==> src/rtl/core/mfsp_pkg.sv <==
// package with types and constants for the midi file stream parser
`default_nettype none
package mfsp_pkg;

  typedef struct packed {
    logic [7:0] file_byte;
    logic       first_byte;
  } in_item_t;

  typedef struct packed {
    logic [2:0]  kind;
    logic [31:0] tick_time;
    logic [7:0]  status_byte;
    logic [7:0]  data_first;
    logic [7:0]  data_second;
    logic [1:0]  data_count;
    logic [27:0] meta_length;
    logic [15:0] track_number;
    logic [15:0] ticks_per_quarter;
    logic [15:0] track_total;
    logic [2:0]  error_code;
  } out_item_t;

  typedef enum logic [4:0] {
    PH_HTAG, PH_HLEN, PH_HFMT, PH_HNTRK, PH_HDIV, PH_TTAG, PH_TLEN, PH_DELTA,
    PH_STATUS, PH_CD1, PH_CD2, PH_MTYPE, PH_MLEN, PH_MDATA, PH_MSKIP, PH_XLEN,
    PH_XDATA, PH_DONE
  } phase_t;

  localparam logic [2:0] KIND_HEADER = 3'd0;
  localparam logic [2:0] KIND_TRACK  = 3'd1;
  localparam logic [2:0] KIND_CHAN   = 3'd2;
  localparam logic [2:0] KIND_MHDR   = 3'd3;
  localparam logic [2:0] KIND_MDATA  = 3'd4;
  localparam logic [2:0] KIND_ERROR  = 3'd5;

  localparam logic [2:0] ERR_HTAG    = 3'd0;
  localparam logic [2:0] ERR_HLEN    = 3'd1;
  localparam logic [2:0] ERR_FMT     = 3'd2;
  localparam logic [2:0] ERR_TTAG    = 3'd3;
  localparam logic [2:0] ERR_SYSEX   = 3'd4;
  localparam logic [2:0] ERR_SYSTEM  = 3'd5;
  localparam logic [2:0] ERR_RUNNING = 3'd6;
  localparam logic [2:0] ERR_OVERRUN = 3'd7;

  localparam logic [31:0] TAG_HEADER = 32'h4D54_6864;
  localparam logic [31:0] TAG_TRACK  = 32'h4D54_726B;
  localparam logic [7:0]  META_EOT   = 8'h2F;
  localparam logic [7:0]  SYSEX_END  = 8'hF7;
  localparam logic [7:0]  SYSEX_BEG  = 8'hF0;
  localparam logic [7:0]  META_STAT  = 8'hFF;

endpackage
`default_nettype wire

==> src/rtl/core/midi_file_stream_parser_core.sv <==
// top level of the midi file stream parser
// Takes one byte of a Standard MIDI File (format 0 or 1) per transaction and
// gives at most one result per byte: header, track begin, channel event, meta
// header, meta data byte or error. A byte can be accepted every cycle as long as
// the result register is free or is being emptied in the same cycle; each byte
// passes one layer of decode logic into that single result register. Errors
// are sticky until a byte marked first_byte restarts the parser.
`default_nettype none
module midi_file_stream_parser_core (
  input  wire logic               clk,
  input  wire logic               rst,
  input  wire logic               in_valid,
  output logic                    in_ready,
  input  wire mfsp_pkg::in_item_t in_data,
  output logic                    out_valid,
  input  wire logic               out_ready,
  output mfsp_pkg::out_item_t     out_data
);

  mfsp_pkg::phase_t phase, phase_next;
  logic [31:0] field_acc, field_acc_next;
  logic [2:0]  field_idx, field_idx_next;
  logic [31:0] chunk_rem, chunk_rem_next;
  logic [31:0] track_time, track_time_next;
  logic [7:0]  running_status, running_status_next;
  logic [7:0]  held_status, held_status_next;
  logic [7:0]  held_data, held_data_next;
  logic [27:0] payload_rem, payload_rem_next;
  logic [15:0] tracks_left, tracks_left_next;
  logic [15:0] track_counter, track_counter_next;
  logic [15:0] division, division_next;
  logic        error_flag, error_flag_next;

  logic        emit;
  mfsp_pkg::out_item_t res;
  logic        take;

  logic [7:0]  b;
  logic [31:0] fix_acc;
  logic [2:0]  fix_idx;
  logic [27:0] vlq_acc;
  logic        vlq_done;
  logic [27:0] pay_dec;
  logic        body;
  logic        rst_in;
  mfsp_pkg::phase_t ph;
  logic [2:0]  fi;
  logic [31:0] fa;
  logic [15:0] tl;
  logic [15:0] tc;

  assign in_ready = !out_valid || out_ready;
  assign take     = in_valid && in_ready;

  always_comb begin
    rst_in = in_data.first_byte;
    ph = rst_in ? mfsp_pkg::PH_HTAG : phase;
    fa = rst_in ? 32'd0 : field_acc;
    fi = rst_in ? 3'd0 : field_idx;
    tl = rst_in ? 16'd0 : tracks_left;
    tc = rst_in ? 16'd0 : track_counter;
    b = in_data.file_byte;
    fix_acc = {fa[23:0], b};
    fix_idx = fi + 3'd1;
    vlq_acc = {fa[20:0], b[6:0]};
    vlq_done = !b[7] || (fix_idx >= 3'd4);
    pay_dec = payload_rem - 28'd1;

    phase_next          = ph;
    field_acc_next      = fa;
    field_idx_next      = fi;
    chunk_rem_next      = rst_in ? 32'd0 : chunk_rem;
    track_time_next     = rst_in ? 32'd0 : track_time;
    running_status_next = rst_in ? 8'd0 : running_status;
    held_status_next    = rst_in ? 8'd0 : held_status;
    held_data_next      = rst_in ? 8'd0 : held_data;
    payload_rem_next    = rst_in ? 28'd0 : payload_rem;
    tracks_left_next    = tl;
    track_counter_next  = tc;
    division_next       = rst_in ? 16'd0 : division;
    error_flag_next     = rst_in ? 1'b0 : error_flag;
    emit = 1'b0;
    res  = '0;
    body = (ph >= mfsp_pkg::PH_DELTA) && (ph <= mfsp_pkg::PH_XDATA);

    if (!error_flag_next) begin
      case (ph)
        mfsp_pkg::PH_HTAG, mfsp_pkg::PH_HLEN, mfsp_pkg::PH_TTAG,
        mfsp_pkg::PH_TLEN: begin
          field_acc_next = fix_acc;
          field_idx_next = fix_idx;
          if (fix_idx == 3'd4) begin
            field_idx_next = 3'd0;
            field_acc_next = '0;
            case (ph)
              mfsp_pkg::PH_HTAG: begin
                if (fix_acc != mfsp_pkg::TAG_HEADER) begin
                  error_flag_next = 1'b1; emit = 1'b1;
                  res.kind = mfsp_pkg::KIND_ERROR; res.error_code = mfsp_pkg::ERR_HTAG;
                end else phase_next = mfsp_pkg::PH_HLEN;
              end
              mfsp_pkg::PH_HLEN: begin
                if (fix_acc != 32'd6) begin
                  error_flag_next = 1'b1; emit = 1'b1;
                  res.kind = mfsp_pkg::KIND_ERROR; res.error_code = mfsp_pkg::ERR_HLEN;
                end else phase_next = mfsp_pkg::PH_HFMT;
              end
              mfsp_pkg::PH_TTAG: begin
                if (fix_acc != mfsp_pkg::TAG_TRACK) begin
                  error_flag_next = 1'b1; emit = 1'b1;
                  res.kind = mfsp_pkg::KIND_ERROR; res.error_code = mfsp_pkg::ERR_TTAG;
                end else phase_next = mfsp_pkg::PH_TLEN;
              end
              default: begin
                chunk_rem_next = fix_acc;
                track_time_next = '0;
                running_status_next = '0;
                emit = 1'b1;
                res.kind = mfsp_pkg::KIND_TRACK;
                res.track_number = tc;
                phase_next = mfsp_pkg::PH_DELTA;
                if (fix_acc == 32'd0) begin
                  tracks_left_next = tl - 16'd1;
                  track_counter_next = tc + 16'd1;
                  phase_next = (tl != 16'd1) ? mfsp_pkg::PH_TTAG : mfsp_pkg::PH_DONE;
                end
              end
            endcase
          end
        end
        mfsp_pkg::PH_HFMT, mfsp_pkg::PH_HNTRK, mfsp_pkg::PH_HDIV: begin
          field_acc_next = fix_acc;
          field_idx_next = fix_idx;
          if (fix_idx == 3'd2) begin
            field_idx_next = 3'd0;
            field_acc_next = '0;
            case (ph)
              mfsp_pkg::PH_HFMT: begin
                if (fix_acc[15:0] > 16'd1) begin
                  error_flag_next = 1'b1; emit = 1'b1;
                  res.kind = mfsp_pkg::KIND_ERROR; res.error_code = mfsp_pkg::ERR_FMT;
                end else phase_next = mfsp_pkg::PH_HNTRK;
              end
              mfsp_pkg::PH_HNTRK: begin
                tracks_left_next = fix_acc[15:0];
                phase_next = mfsp_pkg::PH_HDIV;
              end
              default: begin
                division_next = fix_acc[15:0];
                emit = 1'b1;
                res.kind = mfsp_pkg::KIND_HEADER;
                res.track_number = tc;
                res.ticks_per_quarter = fix_acc[15:0];
                res.track_total = tl;
                phase_next = (tl != 16'd0) ? mfsp_pkg::PH_TTAG : mfsp_pkg::PH_DONE;
              end
            endcase
          end
        end
        mfsp_pkg::PH_DELTA: begin
          field_acc_next = {4'd0, vlq_acc};
          field_idx_next = fix_idx;
          if (vlq_done) begin
            field_idx_next = 3'd0;
            field_acc_next = '0;
            track_time_next = track_time_next + {4'd0, vlq_acc};
            phase_next = mfsp_pkg::PH_STATUS;
          end
        end
        mfsp_pkg::PH_STATUS: begin
          if (b[7]) begin
            if (b >= 8'hF0) begin
              running_status_next = '0;
              if (b == mfsp_pkg::META_STAT) phase_next = mfsp_pkg::PH_MTYPE;
              else if (b == mfsp_pkg::SYSEX_BEG || b == mfsp_pkg::SYSEX_END)
                phase_next = mfsp_pkg::PH_XLEN;
              else begin
                error_flag_next = 1'b1; emit = 1'b1;
                res.kind = mfsp_pkg::KIND_ERROR; res.error_code = mfsp_pkg::ERR_SYSTEM;
              end
            end else begin
              running_status_next = b;
              held_status_next = b;
              phase_next = mfsp_pkg::PH_CD1;
            end
          end else if (running_status_next == 8'd0) begin
            error_flag_next = 1'b1; emit = 1'b1;
            res.kind = mfsp_pkg::KIND_ERROR; res.error_code = mfsp_pkg::ERR_RUNNING;
          end else begin
            held_status_next = running_status_next;
            if (running_status_next[7:5] == 3'b110) begin
              emit = 1'b1;
              res.kind = mfsp_pkg::KIND_CHAN;
              res.status_byte = running_status_next;
              res.data_first = b;
              res.data_count = 2'd1;
              phase_next = mfsp_pkg::PH_DELTA;
            end else begin
              held_data_next = b;
              phase_next = mfsp_pkg::PH_CD2;
            end
          end
        end
        mfsp_pkg::PH_CD1: begin
          if (held_status[7:5] == 3'b110) begin
            emit = 1'b1;
            res.kind = mfsp_pkg::KIND_CHAN;
            res.status_byte = held_status;
            res.data_first = b;
            res.data_count = 2'd1;
            phase_next = mfsp_pkg::PH_DELTA;
          end else begin
            held_data_next = b;
            phase_next = mfsp_pkg::PH_CD2;
          end
        end
        mfsp_pkg::PH_CD2: begin
          emit = 1'b1;
          res.kind = mfsp_pkg::KIND_CHAN;
          res.status_byte = held_status;
          res.data_first = held_data;
          res.data_second = b;
          res.data_count = 2'd2;
          phase_next = mfsp_pkg::PH_DELTA;
        end
        mfsp_pkg::PH_MTYPE: begin
          held_data_next = b;
          phase_next = mfsp_pkg::PH_MLEN;
        end
        mfsp_pkg::PH_MLEN, mfsp_pkg::PH_XLEN: begin
          field_acc_next = {4'd0, vlq_acc};
          field_idx_next = fix_idx;
          if (vlq_done) begin
            field_idx_next = 3'd0;
            field_acc_next = '0;
            payload_rem_next = vlq_acc;
            if (ph == mfsp_pkg::PH_XLEN) begin
              if (vlq_acc == 28'd0) begin
                error_flag_next = 1'b1; emit = 1'b1;
                res.kind = mfsp_pkg::KIND_ERROR; res.error_code = mfsp_pkg::ERR_SYSEX;
              end else phase_next = mfsp_pkg::PH_XDATA;
            end else if (held_data == mfsp_pkg::META_EOT) begin
              phase_next = (vlq_acc != 28'd0) ? mfsp_pkg::PH_MSKIP : mfsp_pkg::PH_DELTA;
            end else begin
              emit = 1'b1;
              res.kind = mfsp_pkg::KIND_MHDR;
              res.status_byte = mfsp_pkg::META_STAT;
              res.data_first = held_data;
              res.meta_length = vlq_acc;
              phase_next = (vlq_acc != 28'd0) ? mfsp_pkg::PH_MDATA : mfsp_pkg::PH_DELTA;
            end
          end
        end
        mfsp_pkg::PH_MDATA, mfsp_pkg::PH_MSKIP: begin
          if (ph == mfsp_pkg::PH_MDATA) begin
            emit = 1'b1;
            res.kind = mfsp_pkg::KIND_MDATA;
            res.status_byte = mfsp_pkg::META_STAT;
            res.data_first = held_data;
            res.data_second = b;
          end
          payload_rem_next = pay_dec;
          if (pay_dec == 28'd0) phase_next = mfsp_pkg::PH_DELTA;
        end
        mfsp_pkg::PH_XDATA: begin
          payload_rem_next = pay_dec;
          if (pay_dec == 28'd0) begin
            if (b != mfsp_pkg::SYSEX_END) begin
              error_flag_next = 1'b1; emit = 1'b1;
              res.kind = mfsp_pkg::KIND_ERROR; res.error_code = mfsp_pkg::ERR_SYSEX;
            end else phase_next = mfsp_pkg::PH_DELTA;
          end
        end
        default: begin
        end
      endcase

      if (res.kind != mfsp_pkg::KIND_HEADER) res.tick_time = track_time_next;
      res.track_number = tc;

      if (body && !error_flag_next) begin
        chunk_rem_next = chunk_rem - 32'd1;
        if (chunk_rem_next == 32'd0) begin
          if (phase_next == mfsp_pkg::PH_DELTA && field_idx_next == 3'd0) begin
            tracks_left_next = tl - 16'd1;
            track_counter_next = tc + 16'd1;
            phase_next = (tl != 16'd1) ? mfsp_pkg::PH_TTAG : mfsp_pkg::PH_DONE;
          end else begin
            error_flag_next = 1'b1;
            emit = 1'b1;
            res = '0;
            res.kind = mfsp_pkg::KIND_ERROR;
            res.error_code = mfsp_pkg::ERR_OVERRUN;
            res.tick_time = track_time_next;
            res.track_number = tc;
          end
        end
      end
    end
  end

  always_ff @(posedge clk) begin
    if (rst) begin
      phase          <= mfsp_pkg::PH_HTAG;
      field_acc      <= '0;
      field_idx      <= '0;
      chunk_rem      <= '0;
      track_time     <= '0;
      running_status <= '0;
      held_status    <= '0;
      held_data      <= '0;
      payload_rem    <= '0;
      tracks_left    <= '0;
      track_counter  <= '0;
      division       <= '0;
      error_flag     <= 1'b0;
      out_valid      <= 1'b0;
    end else begin
      if (take) begin
        phase          <= phase_next;
        field_acc      <= field_acc_next;
        field_idx      <= field_idx_next;
        chunk_rem      <= chunk_rem_next;
        track_time     <= track_time_next;
        running_status <= running_status_next;
        held_status    <= held_status_next;
        held_data      <= held_data_next;
        payload_rem    <= payload_rem_next;
        tracks_left    <= tracks_left_next;
        track_counter  <= track_counter_next;
        division       <= division_next;
        error_flag     <= error_flag_next;
        out_valid      <= emit;
      end else if (out_ready) begin
        out_valid <= 1'b0;
      end
    end
  end

  always_ff @(posedge clk) begin
    if (take && emit) begin
      out_data <= res;
    end
  end

endmodule
`default_nettype wire
==> config.mk <==
export PLATFORM = sky130hd
export DESIGN_NAME = midi_file_stream_parser_core
export DESIGN_NICKNAME = d
export VERILOG_FILES = /design/src/rtl/core/mfsp_pkg.sv /design/src/rtl/core/midi_file_stream_parser_core.sv
export SDC_FILE = /design/constraint.sdc
export NUM_CORES = 1
export LEC_CHECK = 0
export ABC_CLOCK_PERIOD_IN_PS = 13350
export BUFFER_PORTS_ARGS = -buffer_cell sky130_fd_sc_hd__buf_2
export CORE_AREA = 5 5 265 267
export CTS_BUF_LIST = sky130_fd_sc_hd__clkbuf_16
export DETAILED_ROUTE_END_ITERATION = 10
export DIE_AREA = 0 0 270 272
export PLACE_DENSITY_LB_ADDON = 0.3
export RECOVER_POWER = 25
export SYNTH_ARGS = -nofsm -noshare
export SYNTH_HDL_FRONTEND = slang
export SYNTH_SLANG_ARGS = --single-unit
==> constraint.sdc <==
create_clock -name clk -period 13.35 [get_ports clk]
set_clock_uncertainty 0.15 [all_clocks]
set_input_delay 2.0025 -clock clk [delete_from_list [all_inputs] [get_ports clk]]
set_output_delay 2.0025 -clock clk [all_outputs]
set_load 0.05 [all_outputs]
Word-level counts from Yosys, hierarchy flattened:

Cells that the tools add are included.

* add/subtract/negate cells: 6
* multiply operators: 0
* div/mod/pow operators: 0
* magnitude comparators: 5
* eq/ne operators: 30
* shift operators: 0
* mux-type cells: 212
* bitwise operators: 0
* reduce and logical (&&, ||, !) cells: 30

Operator list (number)
* $mux 32: 18
* $mux 140: 3
* $mux 16: 26
* $mux 28: 8
* $mux 8: 18
* $mux 5: 27
* $mux 3: 33
* $pmux 32 s3: 1
* $pmux 16 s5: 1
* $logic_not 32->1: 2
* $ne 32x31->1 const B: 2
* $pmux 32 s2: 1
* $logic_not 28->1: 2
* $pmux 28 s2: 1
* $pmux 5 s10: 1
* $mux 1: 44
* $eq 5x4->1 const B: 8
* $mux 35: 1
* $add 32x28->32: 1
* $ne 32x3->1 const B: 1
* $pmux 16 s2: 1
* $pmux 8 s2: 2
* $sub 32x1->32 const B: 1
* $reduce_bool 28->1: 1
* 46 further kinds: 79

* register bits: 330
* bits in latches: 0
* bits in writable memories: 0
* memory bits (read-only): 0
* input bits: 13
* output and inout bits: 142
* logic and storage cells: 307
* memories kept: 0

Depth between registers and ports, before layout:

* word-level depth: 15
* mapped depth: 21
* depth with buffers taken out: 16

Worst setup path before layout:

OpenSTA, ideal clock, no wires.

* path kind: input -> register
* start: input in_data[0] (netlist bit)
* end: register out_data[0] (netlist bit), enable pin
* library setup time: 492 ps
* arrival: 8155 ps
* data required time: 12708 ps
* path slack: 4552 ps
* stages: 18
* buffers on the path: 3
* cells stage by stage: inv_1 > clkbuf_1 > clkbuf_1 > nand2_1 > inv_1 > ha_1 > ha_1 > clkbuf_1 > o311ai_2 > nor4_2 > a211oi_1 > a2111oi_0 > a2111oi_0 > o21ai_1 > nor3_2 > nor2_1 > o21ai_0 > inv_1

* word-level cells in the longest chain between the ends: 15
* elaborated cells on any way between the ends: 117
* those cells by class: add/sub (1); order compare (4); eq/ne (24); mux (70); reduce/logical (18)

Ends and longest elaborated chain
* start: declaration: RTL line midi_file_stream_parser_core.sv:14 `input wire mfsp_pkg::in_item_t in_data,`
* branches (longest 13 deep; another with $gt 16x1->1)
* $mux 1 *: RTL line midi_file_stream_parser_core.sv:86 `if (!error_flag_next) begin`
* $logic_and 1x1->1 *: RTL line midi_file_stream_parser_core.sv:341 `if (take && emit) begin`
* end signal: assignment: RTL line midi_file_stream_parser_core.sv:342 `out_data <= res;`
* end: declaration: RTL line midi_file_stream_parser_core.sv:17 `output mfsp_pkg::out_item_t out_data`

Mark *: on every way between the ends. The select of a mux whose other input is x is not followed.
A chain may end at the register's enable or synchronous reset.

Worst setup path after layout:

* start: input in_data[0] (netlist bit)
* end: register out_data[126] (netlist bit), enable pin

Same word-level chain as after synthesis.

==> results_dict.tcl <==
set metrics [dict create \
    fmax_ghz 0.109 \
    violations "capacitance limit, slew limit" \
    hold_end "held_status[2]" \
    rows 96 \
    cts_tree "built" \
    r2r-start "field_acc[13]" \
    tns_ps 0 \
    start_util_pct 29.5 \
    clockPowerShare_pct 44.8 \
    whs_path_depth 2 \
    switchingPower_mw 0.750 \
    cp_num_buf_inv 5 \
    drtIter0Drc 1735 \
    fin_crit_sh_pct 68.9 \
    first_global_vias 18900 \
    grtUsageTotal_pct 20.4 \
    p_comb_share_pct 13.7 \
    area_growth_pct 13.6 \
    cp-end-kind "flop" \
    antenna_found_initial 3 \
    htreeDepth 2 \
    path_cells "clkbuf_1 -> buf_4 -> clkbuf_1 -> o21bai_1 -> nand2_1 -> nor2_1 -> a21oi_1 -> a2111oi_0 -> a2111oi_0 -> o21ai_1 -> nor3_2 -> nor2_1 -> o21ai_0 -> inv_6 -> buf_4" \
    place_congestion 0.946 \
    io-pin-count 155 \
    cts-hold-fix-buffers 0 \
    wirelength_um 78800 \
    crit_required_ps 13400 \
    crit_family "buffers and inverters" \
    reg2reg_to "out_data[126]" \
    grt_pass1_wl_um 119000 \
    ys.flop_type "dfxtp_1" \
    status "complete, but fails checks" \
    syn_area_um2 20000 \
    syn-num-nets 2540 \
    min_period_ps 9200 \
    portBuffers 154 \
    worstPathArrival_ps 9250 \
    rsz0062_at_grt "no" \
    cp_slowest_stage_delay_ps 1980 \
    die_w_um 270 \
    cp_max_fo 77 \
    internal_power_mw 1.83 \
    yosysWarnings 0 \
    cts.clk_slew.worst_paths_ps 60 \
    vias 20100 \
    power.leakage_nw 7.92 \
    hp-class "reg -> reg" \
    nets 2586 \
    placed_area_um2 21500 \
    min_from "held_status[2]" \
    mostFrequentLayoutCell "nor2_1" \
    maxSlewHeadroom_pct -81.7 \
    setup_viol 0 \
    async_flop_share_pct 0 \
    grt-ovfl-total 0 \
    numCtsBuffers 41 \
    wire_per_inst_um 22.9 \
    worst-slew-pin-transition_ps 2730 \
    final_cell_mix "nor2_1 (409), nand2_1 (205), a21oi_1 (199)" \
    core_area_um2 67900 \
    synth_area_per_cell_um2 8.05 \
    final_hold_viol_count 0 \
    r2r_setup_slack_ps 6990 \
    grt_start_max_net_pins 169 \
    ys_types 94 \
    synth_edf_count 140 \
    fp.dieH_um 272 \
    viasPerCell 5.81 \
    drv_slew 61 \
    dp_hpwl_um 54600 \
    p_per_area_nw_per_um2 114 \
    cap_violations 1 \
    cts_sinks 322 \
    ys_seq_area_share_pct 39.2 \
    syn-instance-count 2487 \
    final_area_um2 22700 \
    crit_type "in -> reg" \
    drc 0 \
    postCtsSetupBuffers 0 \
    switching_share_pct 29.0 \
    worst_path_max_delay_cell "clkbuf_1" \
    cts-resized-gates 0 \
    drt.antenna.violating_nets 0 \
    synth_seq_cells 322 \
    fill_cells 7113 \
    dieArea_um2 73400 \
    r2r_cells 12 \
    root_buffer "clkbuf_16" \
    drt_pass1_iterations 5 \
    start_kind "input port" \
    clock_latency_ps 570 \
    seqPwrFrac_pct 41.5 \
    drive_above_1_share_pct 6.55 \
    peakVddDrop_v 0.0000823 \
    clockBufferDepth 3 \
]
## routing by layer
metal / global-route usage [%] / share of wire [%] / vias up
met2: 32.7 / 45 / 857
met1: 27.6 / 44 / 9733
li1: - / - / 9294
met5: 0 / 0.016 / -
met4: 6.73 / 3.6 / 2
met3: 3.90 / 7.4 / 167
## Yosys cell counts (all sizes together) (28+ instances only)
cell type	count	share of area, %
nand2	206	3.9
o21ai	144	3.6
clkbuf	157	2.9
a21oi	199	5.0
nor4	45	1.5
a211oi	51	1.9
a22oi	74	2.8
nor2	410	7.7
and2	28	0.88
dfxtp	182	18
nor3	119	3.1
inv	46	0.86
edfxtp	140	21
nand3	43	1.1
buf	32	0.73
ha	39	2.4
nor2b	61	1.9
mux2i	29	1.5
## state kept, by name, indices dropped and copies added (netlist names), 5 cells and up
signal and cells:
field_acc 24, tracks_left 16, out_data 140, running_status 8
track_counter 16, held_data 8, chunk_rem 32, held_status 8
track_time 32, payload_rem 28, phase 5
## power by group through the flow
stage	clock network [mW]	logic, mW	registers, mW
global placement	0	0.342	1.09
finish	1.16	0.353	1.07
detailed placement	0	0.345	1.09
global route	1.23	0.383	1.07
CTS	1.19	0.346	1.07
floorplan	0	0.248	1.08
## area by class of cell
cell class | count | area, µm² | share of cell area [%]
Sequential cell | 322 | 7850 | 34.5
Multi-Input combinational cell | 1929 | 11300 | 49.7
Inverter | 47 | 181 | 0.798
Timing Repair Buffer | 192 | 906 | 3.99
Clock inverter | 33 | 319 | 1.40
Clock buffer | 43 | 1080 | 4.73
Tap cell | 882 | 1100 | 4.85
Antenna cell | 1 | 2.50 | 0.0110
## how the worst max path moves through the flow
stage	startpoint	to	cells past startpoint
2_1_floorplan	in_data[0]	out_data[0]	18
3_5_place_dp	in_data[0]	out_data[129]	18
5_1_grt	in_data[0]	out_data[106]	15
4_1_cts	in_data[0]	out_data[107]	18
3_3_place_gp	in_data[0]	out_data[127]	18
6_report	in_data[0]	out_data[126]	15
## cell families after synthesis
logic type	count (synthesis)	synth area share, %
XOR/XNOR	41	1.79
flip-flops	322	39.2
AO/OA/AOI/OAI	710	23.2
AND/OR/NAND/NOR	1108	27.2
adder cells (fa/ha/maj)	40	2.54
multiplexers	30	1.51
buffers and inverters	236	4.56
## worst reg2reg max path, stage by stage (launching register included)
cell and delay [ps]:
dfxtp_1 370, nor4_1 810, nand4b_1 470, nor4_2 650, a211oi_1 150, a2111oi_0 780
a2111oi_0 230, o21ai_1 380, nor3_2 180, nor2_1 130, o21ai_0 230, inv_6 620
buf_4 750
## through the flow
stage | hold WS [ps] | cells | power (mW) | utilization, % | setup WS, ps
after detailed placement | 302 | 3372 | 1.44 | 31.7 | 4870
after global placement | 288 | 3372 | 1.43 | 31.7 | 5010
after floorplan | 282 | 2487 | 1.33 | - | 4550
after CTS | 308 | 3448 | 2.60 | 33.8 | 5450
after global routing | 327 | 3448 | 2.68 | 33.5 | 3620
final | 302 | 3449 | 2.58 | 33.5 | 4150
(Power assumes the default switching activity.)
